`config.mk`:
```
export PLATFORM = sky130hd
export DESIGN_NAME = ultrasonic_ping_median_unit
export DESIGN_NICKNAME = d
export VERILOG_FILES = /design/src/rtl/upm_pkg.sv /design/src/rtl/upm_front.sv /design/src/rtl/upm_store.sv /design/src/rtl/upm_ctrl.sv /design/src/rtl/ultrasonic_ping_median_unit.sv
export VERILOG_INCLUDE_DIRS = /design/src /design/src/rtl
export SDC_FILE = /design/constraint.sdc
export NUM_CORES = 1
export LEC_CHECK = 0
export BUFFER_PORTS_ARGS = -buffer_cell sky130_fd_sc_hd__buf_2
export CORE_UTILIZATION = 30
export CTS_CLUSTER_DIAMETER = 100
export CTS_CLUSTER_SIZE = 25
export DETAILED_ROUTE_END_ITERATION = 7
export GPL_TIMING_DRIVEN = 0
export RECOVER_POWER = 100
export SLEW_MARGIN = 0
export SYNTH_ARGS = -nofsm -noshare
export SYNTH_HDL_FRONTEND = slang
export SYNTH_SLANG_ARGS = --single-unit
```
`constraint.sdc`:
```
create_clock -name clk -period 9.2 [get_ports clk]
set_input_delay 2.76 -clock clk [delete_from_list [all_inputs] [get_ports clk]]
set_output_delay 2.76 -clock clk [all_outputs]
set_load 0.005 [all_outputs]
```
`src/rtl/ultrasonic_ping_median_unit_defines.svh`:
```
// Assertion macros shared by the ranging unit.
// Included by the top level; needs a clk and an active-low rst_n in scope.
`ifndef ULTRASONIC_PING_MEDIAN_UNIT_DEFINES_SVH
`define ULTRASONIC_PING_MEDIAN_UNIT_DEFINES_SVH

// Consequent must hold in the same cycle as the antecedent.
`define UPM_ASSERT_NOW(label, ante, cons, msg) \
  label: assert property (@(posedge clk) disable iff (!rst_n) (ante) |-> (cons)) \
    else $error(msg);

// Consequent must hold in the cycle after the antecedent.
`define UPM_ASSERT_NEXT(label, ante, cons, msg) \
  label: assert property (@(posedge clk) disable iff (!rst_n) (ante) |=> (cons)) \
    else $error(msg);

`endif

```
`src/rtl/upm_pkg.sv`:
```
// Shared types and constants of the ultrasonic ranging unit.
// Used by every module of the block; depends on nothing.
package upm_pkg;

  // Field and counter widths fixed by the interface.
  localparam int TICK_W     = 17;
  localparam int DUR_W      = 16;
  localparam int PD_W       = 5;
  localparam int GOOD_W     = 5;
  localparam int PC_W       = 5;
  localparam int CFG_IDX_W  = 2;
  localparam int CFG_DATA_W = 16;
  localparam int PH_W       = 3;

  // Ping phases.
  localparam logic [PH_W-1:0] PH_IDLE      = 3'd0;
  localparam logic [PH_W-1:0] PH_TRIG_LOW  = 3'd1;
  localparam logic [PH_W-1:0] PH_TRIG_HIGH = 3'd2;
  localparam logic [PH_W-1:0] PH_WAIT_RISE = 3'd3;
  localparam logic [PH_W-1:0] PH_ECHO_HIGH = 3'd4;
  localparam logic [PH_W-1:0] PH_GAP       = 3'd5;

  // Trigger pulse shape in ticks.
  localparam logic [TICK_W-1:0] TRIG_LOW_TICKS  = 17'd4;
  localparam logic [TICK_W-1:0] TRIG_HIGH_TICKS = 17'd10;

  // Configuration register indexes and reset values.
  localparam logic [CFG_IDX_W-1:0] REG_ECHO_TIMEOUT = 2'd0;
  localparam logic [CFG_IDX_W-1:0] REG_PING_COUNT   = 2'd1;
  localparam logic [CFG_IDX_W-1:0] REG_PING_GAP     = 2'd2;

  localparam logic [15:0]     ECHO_TIMEOUT_RST = 16'd46500;
  localparam logic [PC_W-1:0] PING_COUNT_RST   = 5'd5;
  localparam logic [15:0]     PING_GAP_RST     = 16'd1000;

  // One tick request after classification.
  typedef struct packed {
    logic start;
    logic echo;
  } upm_item_t;

  // Command pulses from the controller to the sorted store.
  typedef struct packed {
    logic             clear;
    logic             ins;
    logic             med;
    logic [DUR_W-1:0] value;
  } upm_st_req_t;

  // Result packed with the last field in the lowest bits.
  typedef struct packed {
    logic [GOOD_W-1:0] good_pings;
    logic [DUR_W-1:0]  median_us;
    logic              no_echo;
    logic              done_res;
    logic              busy_res;
    logic              trigger_level;
  } upm_result_t;

endpackage

```
`src/rtl/upm_front.sv`:
```
// Front end: accepts tick requests, classifies them and queues them.
// Depends on upm_pkg for the item type.
module upm_front (
  input  logic              clk,
  input  logic              rst_n,
  input  logic              in_valid,
  output logic              in_ready,
  input  logic              in_action,
  input  logic              in_echo,
  output logic              q_valid,
  input  logic              q_ready,
  output upm_pkg::upm_item_t q_item
);

  upm_pkg::upm_item_t slot_r [2];
  logic               wr_ptr_r, wr_ptr_nxt;
  logic               rd_ptr_r, rd_ptr_nxt;
  logic [1:0]         fill_r, fill_nxt;
  logic               push, pop;
  upm_pkg::upm_item_t cls_item;

  // Classify the incoming request: start request or plain tick.
  always_comb begin
    cls_item.start = in_action;
    cls_item.echo  = in_echo;
  end

  assign in_ready = (fill_r != 2'd2);
  assign q_valid  = (fill_r != 2'd0);
  assign q_item   = slot_r[rd_ptr_r];
  assign push     = in_valid && in_ready;
  assign pop      = q_valid && q_ready;

  // Queue pointers and fill level.
  always_comb begin
    wr_ptr_nxt = push ? ~wr_ptr_r : wr_ptr_r;
    rd_ptr_nxt = pop ? ~rd_ptr_r : rd_ptr_r;
    fill_nxt   = fill_r + {1'b0, push} - {1'b0, pop};
  end

  always_ff @(posedge clk) begin
    if (!rst_n) begin
      wr_ptr_r <= 1'b0;
      rd_ptr_r <= 1'b0;
      fill_r   <= 2'd0;
    end else begin
      wr_ptr_r <= wr_ptr_nxt;
      rd_ptr_r <= rd_ptr_nxt;
      fill_r   <= fill_nxt;
    end
  end

  // Queue storage.
  always_ff @(posedge clk) begin
    if (push) begin
      slot_r[wr_ptr_r] <= cls_item;
    end
  end

endmodule

```
`src/rtl/upm_store.sv`:
```
// Sorted store of good echo durations with insertion and median readout.
// Depends on upm_pkg; one write port and one registered read port.
module upm_store #(
  parameter int MAX_PINGS = 16,
  parameter int CNT_W     = 5
) (
  input  logic                    clk,
  input  logic                    rst_n,
  input  upm_pkg::upm_st_req_t    req,
  output logic                    ack,
  output logic [upm_pkg::DUR_W-1:0] median,
  output logic [CNT_W-1:0]        total
);

  localparam int IDX_W = (MAX_PINGS > 1) ? $clog2(MAX_PINGS) : 1;

  localparam logic [2:0] ST_IDLE    = 3'd0;
  localparam logic [2:0] ST_INS_RD  = 3'd1;
  localparam logic [2:0] ST_INS_CMP = 3'd2;
  localparam logic [2:0] ST_MED_W0  = 3'd3;
  localparam logic [2:0] ST_MED_W1  = 3'd4;

  logic [2:0]                  state_r, state_nxt;
  logic [CNT_W-1:0]            total_r, total_nxt;
  logic [CNT_W-1:0]            idx_r, idx_nxt;
  logic [CNT_W-1:0]            idx_dec;
  logic [CNT_W-1:0]            half;
  logic [upm_pkg::DUR_W-1:0]   val_r, val_nxt;
  logic [upm_pkg::DUR_W-1:0]   first_r, first_nxt;
  logic [upm_pkg::DUR_W-1:0]   median_r, median_nxt;
  logic [upm_pkg::DUR_W:0]     pair_sum;
  logic [upm_pkg::DUR_W-1:0]   sorted_mem_r [MAX_PINGS];
  logic [upm_pkg::DUR_W-1:0]   rd_data_r;
  logic [IDX_W-1:0]            mem_ra, mem_wa;
  logic [upm_pkg::DUR_W-1:0]   mem_wd;
  logic                        mem_we;

  assign total    = total_r;
  assign median   = median_r;
  assign idx_dec  = idx_r - CNT_W'(1);
  assign half     = total_r >> 1;
  assign pair_sum = {1'b0, first_r} + {1'b0, rd_data_r};

  // Sequencer: insertion by read-compare shifts; median in up to two reads.
  always_comb begin
    state_nxt  = state_r;
    total_nxt  = total_r;
    idx_nxt    = idx_r;
    val_nxt    = val_r;
    first_nxt  = first_r;
    median_nxt = median_r;
    ack        = 1'b0;
    mem_ra     = idx_dec[IDX_W-1:0];
    mem_wa     = idx_r[IDX_W-1:0];
    mem_wd     = val_r;
    mem_we     = 1'b0;
    unique case (state_r)
      ST_IDLE: begin
        if (req.clear) begin
          total_nxt = '0;
        end else if (req.ins) begin
          if (total_r >= CNT_W'(MAX_PINGS)) begin
            ack = 1'b1;
          end else begin
            idx_nxt   = total_r;
            val_nxt   = req.value;
            state_nxt = ST_INS_RD;
          end
        end else if (req.med) begin
          if (total_r == '0) begin
            median_nxt = '0;
            ack        = 1'b1;
          end else begin
            idx_nxt   = half;
            mem_ra    = half[IDX_W-1:0];
            state_nxt = ST_MED_W0;
          end
        end
      end
      ST_INS_RD: begin
        if (idx_r == '0) begin
          mem_we    = 1'b1;
          total_nxt = total_r + CNT_W'(1);
          ack       = 1'b1;
          state_nxt = ST_IDLE;
        end else begin
          state_nxt = ST_INS_CMP;
        end
      end
      ST_INS_CMP: begin
        mem_we = 1'b1;
        if (rd_data_r > val_r) begin
          mem_wd    = rd_data_r;
          idx_nxt   = idx_dec;
          state_nxt = ST_INS_RD;
        end else begin
          total_nxt = total_r + CNT_W'(1);
          ack       = 1'b1;
          state_nxt = ST_IDLE;
        end
      end
      ST_MED_W0: begin
        first_nxt = rd_data_r;
        if (total_r[0]) begin
          median_nxt = rd_data_r;
          ack        = 1'b1;
          state_nxt  = ST_IDLE;
        end else begin
          state_nxt = ST_MED_W1;
        end
      end
      ST_MED_W1: begin
        median_nxt = pair_sum[upm_pkg::DUR_W:1];
        ack        = 1'b1;
        state_nxt  = ST_IDLE;
      end
      default: begin
        state_nxt = ST_IDLE;
      end
    endcase
  end

  always_ff @(posedge clk) begin
    if (!rst_n) begin
      state_r <= ST_IDLE;
      total_r <= '0;
    end else begin
      state_r <= state_nxt;
      total_r <= total_nxt;
    end
  end

  always_ff @(posedge clk) begin
    idx_r    <= idx_nxt;
    val_r    <= val_nxt;
    first_r  <= first_nxt;
    median_r <= median_nxt;
  end

  // Sample memory.
  always_ff @(posedge clk) begin
    if (mem_we) begin
      sorted_mem_r[mem_wa] <= mem_wd;
    end
    rd_data_r <= sorted_mem_r[mem_ra];
  end

endmodule

```
`src/rtl/upm_ctrl.sv`:
```
// Back end: ping phase machine per tick, store commands and result register.
// Depends on upm_pkg; drives upm_store through a command struct.
module upm_ctrl #(
  parameter int MAX_PINGS = 16,
  parameter int CNT_W     = 5
) (
  input  logic                          clk,
  input  logic                          rst_n,
  input  logic                          q_valid,
  output logic                          q_ready,
  input  upm_pkg::upm_item_t            q_item,
  input  logic [15:0]                   echo_timeout,
  input  logic [upm_pkg::PC_W-1:0]      ping_count,
  input  logic [15:0]                   ping_gap,
  output upm_pkg::upm_st_req_t          st_req,
  input  logic                          st_ack,
  input  logic [upm_pkg::DUR_W-1:0]     st_median,
  input  logic [CNT_W-1:0]              st_total,
  output logic                          out_valid,
  input  logic                          out_ready,
  output upm_pkg::upm_result_t          out_result
);

  localparam logic [1:0] BK_IDLE = 2'd0;
  localparam logic [1:0] BK_INS  = 2'd1;
  localparam logic [1:0] BK_MED  = 2'd2;
  localparam logic [1:0] BK_OUT  = 2'd3;

  localparam logic [6:0] MAX_P = 7'(MAX_PINGS);

  logic [1:0]                    bk_r, bk_nxt;
  logic [upm_pkg::PH_W-1:0]      phase_r, phase_nxt;
  logic [upm_pkg::TICK_W-1:0]    tick_r, tick_nxt;
  logic [upm_pkg::PD_W-1:0]      pd_r, pd_nxt;
  logic                          trig_r, trig_nxt;
  logic                          busy_r, busy_nxt;
  logic                          done_r, done_nxt;
  upm_pkg::upm_st_req_t          req_r, req_nxt;
  logic                          out_valid_r, out_valid_nxt;
  upm_pkg::upm_result_t          out_r, out_nxt;

  logic                          pop;
  logic                          start_eff;
  logic [upm_pkg::PH_W-1:0]      ph, ph_n;
  logic [upm_pkg::TICK_W-1:0]    tc, tc_n, tc_inc;
  logic [upm_pkg::PD_W-1:0]      pd, pd_n;
  logic                          trig, ping_end, ping_good, gap_end, done_now;
  logic [6:0]                    eff_count;
  logic [6:0]                    pc_ext;

  assign q_ready    = (bk_r == BK_IDLE);
  assign pop        = q_valid && q_ready;
  assign st_req     = req_r;
  assign out_valid  = out_valid_r;
  assign out_result = out_r;

  // Pings per measurement, held between one and the store depth.
  always_comb begin
    pc_ext = {2'b00, ping_count};
    if (pc_ext == 7'd0) begin
      eff_count = 7'd1;
    end else if (pc_ext > MAX_P) begin
      eff_count = MAX_P;
    end else begin
      eff_count = pc_ext;
    end
  end

  // One tick of the ping phase machine.
  always_comb begin
    start_eff = (phase_r == upm_pkg::PH_IDLE) && q_item.start;
    ph        = start_eff ? upm_pkg::PH_TRIG_LOW : phase_r;
    tc        = start_eff ? '0 : tick_r;
    pd        = start_eff ? '0 : pd_r;
    tc_inc    = tc + upm_pkg::TICK_W'(1);
    ph_n      = ph;
    tc_n      = tc;
    pd_n      = pd;
    trig      = 1'b0;
    ping_end  = 1'b0;
    ping_good = 1'b0;
    gap_end   = 1'b0;
    done_now  = 1'b0;
    unique case (ph)
      upm_pkg::PH_TRIG_LOW: begin
        tc_n = tc_inc;
        if (tc_inc >= upm_pkg::TRIG_LOW_TICKS) begin
          ph_n = upm_pkg::PH_TRIG_HIGH;
          tc_n = '0;
        end
      end
      upm_pkg::PH_TRIG_HIGH: begin
        trig = 1'b1;
        tc_n = tc_inc;
        if (tc_inc >= upm_pkg::TRIG_HIGH_TICKS) begin
          ph_n = upm_pkg::PH_WAIT_RISE;
          tc_n = '0;
        end
      end
      upm_pkg::PH_WAIT_RISE: begin
        if (q_item.echo) begin
          // Echo already high on the first watch tick fails the ping.
          if (tc == '0) begin
            ping_end = 1'b1;
          end else begin
            ph_n = upm_pkg::PH_ECHO_HIGH;
            tc_n = upm_pkg::TICK_W'(1);
          end
        end else begin
          tc_n = tc_inc;
          if (tc_inc > {1'b0, echo_timeout}) begin
            ping_end = 1'b1;
          end
        end
      end
      upm_pkg::PH_ECHO_HIGH: begin
        if (!q_item.echo) begin
          ping_end  = 1'b1;
          ping_good = 1'b1;
        end else begin
          tc_n = tc_inc;
          if (tc_inc > {1'b0, echo_timeout}) begin
            ping_end = 1'b1;
          end
        end
      end
      upm_pkg::PH_GAP: begin
        tc_n = tc_inc;
        if (tc_inc >= {1'b0, ping_gap}) begin
          gap_end = 1'b1;
        end
      end
      default: begin
        ph_n = upm_pkg::PH_IDLE;
      end
    endcase

    if (ping_end) begin
      pd_n = pd + upm_pkg::PD_W'(1);
      tc_n = '0;
      if (ping_gap == 16'd0) begin
        gap_end = 1'b1;
      end else begin
        ph_n = upm_pkg::PH_GAP;
      end
    end

    if (gap_end) begin
      tc_n = '0;
      if ({2'b00, pd_n} >= eff_count) begin
        done_now = 1'b1;
        ph_n     = upm_pkg::PH_IDLE;
      end else begin
        ph_n = upm_pkg::PH_TRIG_LOW;
      end
    end
  end

  // Back-end sequence: tick update, optional insert, optional median, result.
  always_comb begin
    bk_nxt        = bk_r;
    phase_nxt     = phase_r;
    tick_nxt      = tick_r;
    pd_nxt        = pd_r;
    trig_nxt      = trig_r;
    busy_nxt      = busy_r;
    done_nxt      = done_r;
    req_nxt       = '0;
    req_nxt.value = req_r.value;
    out_valid_nxt = out_valid_r && !out_ready;
    out_nxt       = out_r;
    unique case (bk_r)
      BK_IDLE: begin
        if (pop) begin
          phase_nxt     = ph_n;
          tick_nxt      = tc_n;
          pd_nxt        = pd_n;
          trig_nxt      = trig;
          busy_nxt      = (ph_n != upm_pkg::PH_IDLE);
          done_nxt      = done_now;
          req_nxt.clear = start_eff;
          req_nxt.value = tc[upm_pkg::DUR_W-1:0];
          if (ping_good) begin
            req_nxt.ins = 1'b1;
            bk_nxt      = BK_INS;
          end else if (done_now) begin
            req_nxt.med = 1'b1;
            bk_nxt      = BK_MED;
          end else begin
            bk_nxt = BK_OUT;
          end
        end
      end
      BK_INS: begin
        if (st_ack) begin
          if (done_r) begin
            req_nxt.med = 1'b1;
            bk_nxt      = BK_MED;
          end else begin
            bk_nxt = BK_OUT;
          end
        end
      end
      BK_MED: begin
        if (st_ack) begin
          bk_nxt = BK_OUT;
        end
      end
      BK_OUT: begin
        if (!out_valid_r || out_ready) begin
          out_valid_nxt         = 1'b1;
          out_nxt.trigger_level = trig_r;
          out_nxt.busy_res      = busy_r;
          out_nxt.done_res      = done_r;
          out_nxt.no_echo       = done_r && (st_total == '0);
          out_nxt.median_us     = (done_r && (st_total != '0)) ? st_median : '0;
          out_nxt.good_pings    = done_r ? upm_pkg::GOOD_W'(st_total) : '0;
          bk_nxt                = BK_IDLE;
        end
      end
      default: begin
        bk_nxt = BK_IDLE;
      end
    endcase
  end

  always_ff @(posedge clk) begin
    if (!rst_n) begin
      bk_r        <= BK_IDLE;
      phase_r     <= upm_pkg::PH_IDLE;
      tick_r      <= '0;
      pd_r        <= '0;
      req_r       <= '0;
      out_valid_r <= 1'b0;
    end else begin
      bk_r        <= bk_nxt;
      phase_r     <= phase_nxt;
      tick_r      <= tick_nxt;
      pd_r        <= pd_nxt;
      req_r       <= req_nxt;
      out_valid_r <= out_valid_nxt;
    end
  end

  always_ff @(posedge clk) begin
    trig_r <= trig_nxt;
    busy_r <= busy_nxt;
    done_r <= done_nxt;
    out_r  <= out_nxt;
  end

endmodule

```
`src/rtl/ultrasonic_ping_median_unit.sv`:
```
// Ultrasonic ranging unit with median filter over a burst of pings. Every input
// request is one microsecond tick (tuser set on a start request) and gives exactly
// one result. A plain tick passes the controller's tick update and result register.
// A tick that ends a good ping also waits for the sorted insertion, which shifts
// each larger stored sample up one place through the sample memory (at most
// MAX_PINGS - 1 shifts) and is skipped when the store is already full. The
// tick that closes a measurement also waits for the median reads (none with no
// samples, one for an odd count, two for an even count). A two-entry request queue
// and an output register let both sides stall.
// The user must write configuration registers through the cfg channel only while idle; the block does not enforce it.
module ultrasonic_ping_median_unit #(
  parameter int MAX_PINGS = 16
) (
  input  logic        clk,
  input  logic        rst_n,
  input  logic        in_tvalid,
  output logic        in_tready,
  input  logic [7:0]  in_tdata,   // [0] echo_level, [7:1] zero
  input  logic [0:0]  in_tuser,   // [0] action
  output logic        out_tvalid,
  input  logic        out_tready,
  // [0] trigger_level, [1] busy_res, [2] done_res, [3] no_echo,
  // [19:4] median_us, [24:20] good_pings, [31:25] zero
  output logic [31:0] out_tdata,
  input  logic        cfg_valid,
  output logic        cfg_ready,
  input  logic [upm_pkg::CFG_IDX_W-1:0]  cfg_index,
  input  logic [upm_pkg::CFG_DATA_W-1:0] cfg_data
);

  `include "ultrasonic_ping_median_unit_defines.svh"

  localparam int CNT_W = $clog2(MAX_PINGS + 1);

  logic [15:0]                 echo_timeout_r;
  logic [upm_pkg::PC_W-1:0]    ping_count_r;
  logic [15:0]                 ping_gap_r;

  logic                        q_valid, q_ready;
  upm_pkg::upm_item_t          q_item;
  upm_pkg::upm_st_req_t        st_req;
  logic                        st_ack;
  logic [upm_pkg::DUR_W-1:0]   st_median;
  logic [CNT_W-1:0]            st_total;
  upm_pkg::upm_result_t        out_result;

  // Configuration registers.
  assign cfg_ready = 1'b1;

  always_ff @(posedge clk) begin
    if (!rst_n) begin
      echo_timeout_r <= upm_pkg::ECHO_TIMEOUT_RST;
      ping_count_r   <= upm_pkg::PING_COUNT_RST;
      ping_gap_r     <= upm_pkg::PING_GAP_RST;
    end else if (cfg_valid && cfg_ready) begin
      unique case (cfg_index)
        upm_pkg::REG_ECHO_TIMEOUT: echo_timeout_r <= cfg_data;
        upm_pkg::REG_PING_COUNT:   ping_count_r   <= cfg_data[upm_pkg::PC_W-1:0];
        upm_pkg::REG_PING_GAP:     ping_gap_r     <= cfg_data;
        default: begin
        end
      endcase
    end
  end

  upm_front u_front (
    .clk       (clk),
    .rst_n     (rst_n),
    .in_valid  (in_tvalid),
    .in_ready  (in_tready),
    .in_action (in_tuser[0]),
    .in_echo   (in_tdata[0]),
    .q_valid   (q_valid),
    .q_ready   (q_ready),
    .q_item    (q_item)
  );

  upm_store #(
    .MAX_PINGS (MAX_PINGS),
    .CNT_W     (CNT_W)
  ) u_store (
    .clk    (clk),
    .rst_n  (rst_n),
    .req    (st_req),
    .ack    (st_ack),
    .median (st_median),
    .total  (st_total)
  );

  upm_ctrl #(
    .MAX_PINGS (MAX_PINGS),
    .CNT_W     (CNT_W)
  ) u_ctrl (
    .clk          (clk),
    .rst_n        (rst_n),
    .q_valid      (q_valid),
    .q_ready      (q_ready),
    .q_item       (q_item),
    .echo_timeout (echo_timeout_r),
    .ping_count   (ping_count_r),
    .ping_gap     (ping_gap_r),
    .st_req       (st_req),
    .st_ack       (st_ack),
    .st_median    (st_median),
    .st_total     (st_total),
    .out_valid    (out_tvalid),
    .out_ready    (out_tready),
    .out_result   (out_result)
  );

  assign out_tdata = {7'b0000000, out_result};

  // A done result never reports the measurement as still running.
  `UPM_ASSERT_NOW(a_done_not_busy, out_tvalid && out_result.done_res,
                  !out_result.busy_res, "done result with busy set")

  // A failed measurement carries no median and no good pings.
  `UPM_ASSERT_NOW(a_no_echo_clean, out_tvalid && out_result.no_echo,
                  out_result.done_res && (out_result.median_us == '0) &&
                  (out_result.good_pings == '0), "no_echo result with stale fields")

  // The sample count never runs past the store depth.
  `UPM_ASSERT_NOW(a_total_bound, 1'b1, st_total <= CNT_W'(MAX_PINGS),
                  "sample count beyond store depth")

  // An insert command is never followed straight away by another insert or a clear.
  `UPM_ASSERT_NEXT(a_ins_after_pop, st_req.ins, !st_req.clear && !st_req.ins,
                   "insert command repeated or mixed with clear")

endmodule

```
==> results.rst <==
.. list-table::
   :header-rows: 1

   * - Metric
     - Value
   * - Net Sw Frac
     - about 25%
   * - Number of optimization iterations in the first detailed-route pass
     - 6
   * - Maximum number of pins on one net before global-route repair
     - 27
   * - Area taken by flip-flops and latches
     - 12500 sq um
   * - Yosys top cell area share
     - 49.3%
   * - Number of synthesized register bits
     - 454
   * - Ratio of final minimum period to clock period
     - about four fifths
   * - Clk network pwr share
     - 29.4%
   * - I/O pin count
     - 67
   * - Crit path largest cell delay
     - 540 ps
   * - Commonest cells post-synth
     - edfxtp_1, nand2_1, dfxtp_1, nor2_1, ha_1
   * - Chip Width
     - 265 um
   * - Top area cells in the synthesized netlist
     - edfxtp_1, dfxtp_1, mux4_2
   * - Tightest Hold Check Type
     - reg -> reg
   * - Floorplan core area
     - between 60000 and 70000 sq um
   * - Setup TNS
     - 0 ps
   * - Slowest CP cell
     - nor4_1
   * - Effective utilization at floorplan
     - a little under a third
   * - Clock root cell
     - clkbuf_16
   * - Switching power summed over all nets
     - 941 uW
   * - Setup Crit Path Kind
     - reg -> reg
   * - Filler cell count in the final layout
     - between 6000 and 7000
   * - Static leakage
     - between 0.007 and 0.008 uW
   * - Most common cell in the synthesized netlist
     - edfxtp_1
   * - Finished Core Util
     - about 33%
   * - GR Overflow Total
     - 0
   * - Tot GR Track Use
     - between 10% and 20%
   * - Combinational group share of total power
     - between 10% and 20%
   * - Relative slew slack
     - less than 1%
   * - Maximum number of buffers from clock root to sink
     - 3
   * - Post-CTS repair timing setup buffer count
     - 0
   * - CP Max Fanout
     - 10
   * - Min cycle time layout
     - between 7000 and 8000 ps
   * - CTS tree
     - done
   * - Pint
     - 2800 uW
   * - Violated checks
     - capacitance limit
   * - Vertical die dimension
     - approximately 270 um
   * - Total clock buffers created by CTS
     - 22
   * - Post-Syn Instances
     - between 1500 and 2000
   * - Crit path required time
     - between 9000 and 10000 ps
   * - Detailed-route vias per instance
     - about 5
   * - Number of global-route vias before repair
     - approximately 13000
   * - Routability-driven placement congestion ratio
     - between 0.8 and 0.9
   * - Seq/Total Area, Yosys
     - around three fifths
   * - Total wirelength of the detailed-routed design
     - 48200 um
   * - Area of the multi-input gates
     - between 7000 and 8000 sq um
   * - Async S/R FF share, synth
     - 0%
   * - Synthesized area divided by synthesized cell count
     - approximately 13 sq um
   * - Setup skew after layout
     - approximately 30 ps
   * - Endpoints failing hold
     - 0
   * - DRC violation total after the first TritonRoute iteration
     - a little under 1000
   * - Flop pwr share
     - 60.1%
   * - Post-synthesis cell type with the largest combined area
     - edfxtp_1
   * - H-Tree Level Count
     - 1
   * - Routed Antenna Nets
     - 0
   * - Max Fclk
     - 136 MHz
   * - Post-Place Cells
     - 2576
   * - Top cell family by delay on the critical path
     - simple AND/OR/NAND/NOR gates
   * - Total power per unit cell area
     - between 150 and 200 nW/um^2
   * - Post-cts hold buffer count
     - 0
   * - Global-route wire length before repair
     - 75700 um
   * - Clk Latency, worst-skew pair
     - 580 ps
   * - Antenna diodes
     - 0
   * - Layout cells sized above 1
     - about a tenth
   * - Final setup violating endpoints
     - 0
   * - Post-cts repair resize count
     - 0
   * - Sort of element at the start of the critical path
     - flop
   * - Input/output buffers
     - 50
   * - Setup repair after global routing missed its margin
     - false
   * - Number of flops mapped to enable cells by yosys
     - about 340
   * - Final Max Tran Viols
     - 0
   * - Average wire length per cell after detail routing
     - roughly 18 um
   * - Area overhead of the layout relative to synthesis
     - 10.1%
   * - Netlist area before placement
     - 20800 sq um
   * - Cell breakdown of the critical path
     - mux2_1, nand2_1, nand2_1, inv_1, ha_1, clkbuf_1, nand4_1, nor4_1, mux2i_1, inv_1, ha_1, nand3_1, nor4_1, a21boi_0, o31ai_1, nand3_1, nand2_1, or3_1, a21oi_1, ha_1, nor2_1, a21oi_1, o21a_1, o211ai_1
   * - Number of placement rows
     - 96
   * - Nets
     - 1787
   * - Remaining design rule violation count
     - 0
   * - Number of buffers and inverters on the critical path
     - 3
   * - Vias post-DR
     - 12893
   * - Run status
     - finished with violations
   * - Top flip-flop cell by instance count after synthesis
     - edfxtp_1
   * - Max capacitance violation total
     - 1
   * - Unique cell type count in the Yosys netlist
     - 86
   * - Arrival time of the worst setup path
     - 7630 ps
   * - Initial antenna violation count
     - 0
   * - Worst Tran Pin Value
     - ~1500 ps
   * - Maximum VDD drop
     - between 0.1 and 0.15 mV
   * - Clock-pin slew of the registers on the worst-case setup and hold paths
     - ~100 ps
   * - Clock Sink Count
     - about 450
   * - Non-filler cells, final
     - 2616
   * - Final HPWL from detailed placement
     - about 35000 um
   * - Area enclosed by the die boundary
     - approximately 70000 sq um
   * - Kind of end point of the critical path
     - flop
   * - Count of synthesis-stage warnings from yosys
     - 0
[worst paths after layout]
kind	from	endpoint	slack [ps]	cells after the start
setup reg to reg	flop	u_ctrl.busy_r$_DFFE_PP_	1860	24
hold / removal	u_ctrl.st_req[12]$_SDFFE_PN0P_	u_store.val_r[12]$_DFFE_PP_	430	0
hold reg to reg	u_ctrl.st_req[12]$_SDFFE_PN0P_	u_store.val_r[12]$_DFFE_PP_	430	0
setup / recovery	flop	u_ctrl.busy_r$_DFFE_PP_	1860	24
[worst reg2reg max path: stages (launching register included)]
cell and delay [ps]:
dfxtp_1 400, mux2_1 460, nand2_1 350, nand2_1 180, inv_1 250, ha_1 200
clkbuf_1 300, nand4_1 320, nor4_1 440, mux2i_1 400, inv_1 140, ha_1 320
nand3_1 150, nor4_1 540, a21boi_0 280, o31ai_1 170, nand3_1 370, nand2_1 270
or3_1 410, a21oi_1 150, ha_1 180, nor2_1 50, a21oi_1 260, o21a_1 300
o211ai_1 180
[sequential cells by signal, summed over array words and instances (netlist names), 2 cells and up, named ones only]
register              count
echo_timeout_r           16
ping_count_r              5
ping_gap_r               16
u_ctrl.bk_r               2
u_ctrl.out_result        25
u_ctrl.pd_r               5
u_ctrl.phase_r            3
u_ctrl.st_req            19
u_ctrl.tick_r            17
u_front.fill_r            2
u_front.slot_r            4
u_store.first_r          16
u_store.idx_r             5
u_store.median           16
u_store.rd_data_r        16
u_store.sorted_mem_r    256
u_store.state_r           3
u_store.total             5
u_store.val_r            16
[cell usage in the layout, fill, tap and decap left out, drive strengths merged, types with 42 or more instances in the layout]
cell,netlist,routed
a21oi,80,80
buf,45,67
clkbuf,39,123
dfxtp,113,113
edfxtp,341,341
ha,85,85
inv,70,72
mux2i,61,61
mux4,64,64
nand2,139,139
nand3,42,42
nor2,89,89
o21ai,54,54
[final cells by class]
type                    count  area share (%)
multi-input cells         966            33.1
flip-flops and latches    454            54.7
repair buffers             71            1.33
clock inverters             5           0.202
plain buffers              84            1.87
well taps                 931            5.09
clock buffers              35            2.62
inverters                  70            1.15
[logic make-up after synthesis]
logic type / after synthesis / synth area share, %
AND/OR/NAND/NOR: 425 / 10.3
XOR/XNOR: 40 / 1.69
flip-flops: 454 / 60.2
buffers and inverters: 154 / 3.42
other: 2 / 0.0362
adder cells (fa/ha/maj): 86 / 5.22
multiplexers: 144 / 10.9
AO/OA/AOI/OAI: 263 / 8.25
[power by group through the flow]
| stage | combinational [uW] | sequential (uW) | clock [uW] |
|---|---|---|---|
| 2_1_floorplan | 271 | 2290 | 0 |
| 3_3_place_gp | 389 | 2290 | 0 |
| 3_5_place_dp | 399 | 2290 | 0 |
| 4_1_cts | 400 | 2250 | 1130 |
| 5_1_grt | 438 | 2250 | 1200 |
| 6_report | 395 | 2250 | 1100 |
[stage by stage]
stage / setup WS [ps] / area [sq um] / total power [uW] / hold slack (ps)
finish: 1860 / 22900 / 3740 / 433
global route: 1240 / 22900 / 3890 / 441
CTS: 2400 / 23200 / 3780 / 437
detailed placement: 2430 / 22600 / 2690 / 413
global placement: 2460 / 22200 / 2680 / 411
floorplan: 4060 / 20800 / 2560 / 400
[metal layers]
metal,wire [um],GRT usage [%],vias to the layer above
met2,23900,23.9,263
met3,1660,1.37,50
met1,21600,18.2,6464
met5,0,0,-
li1,-,-,6116
met4,1070,3.44,0
Power figures use the tool's default switching activity.
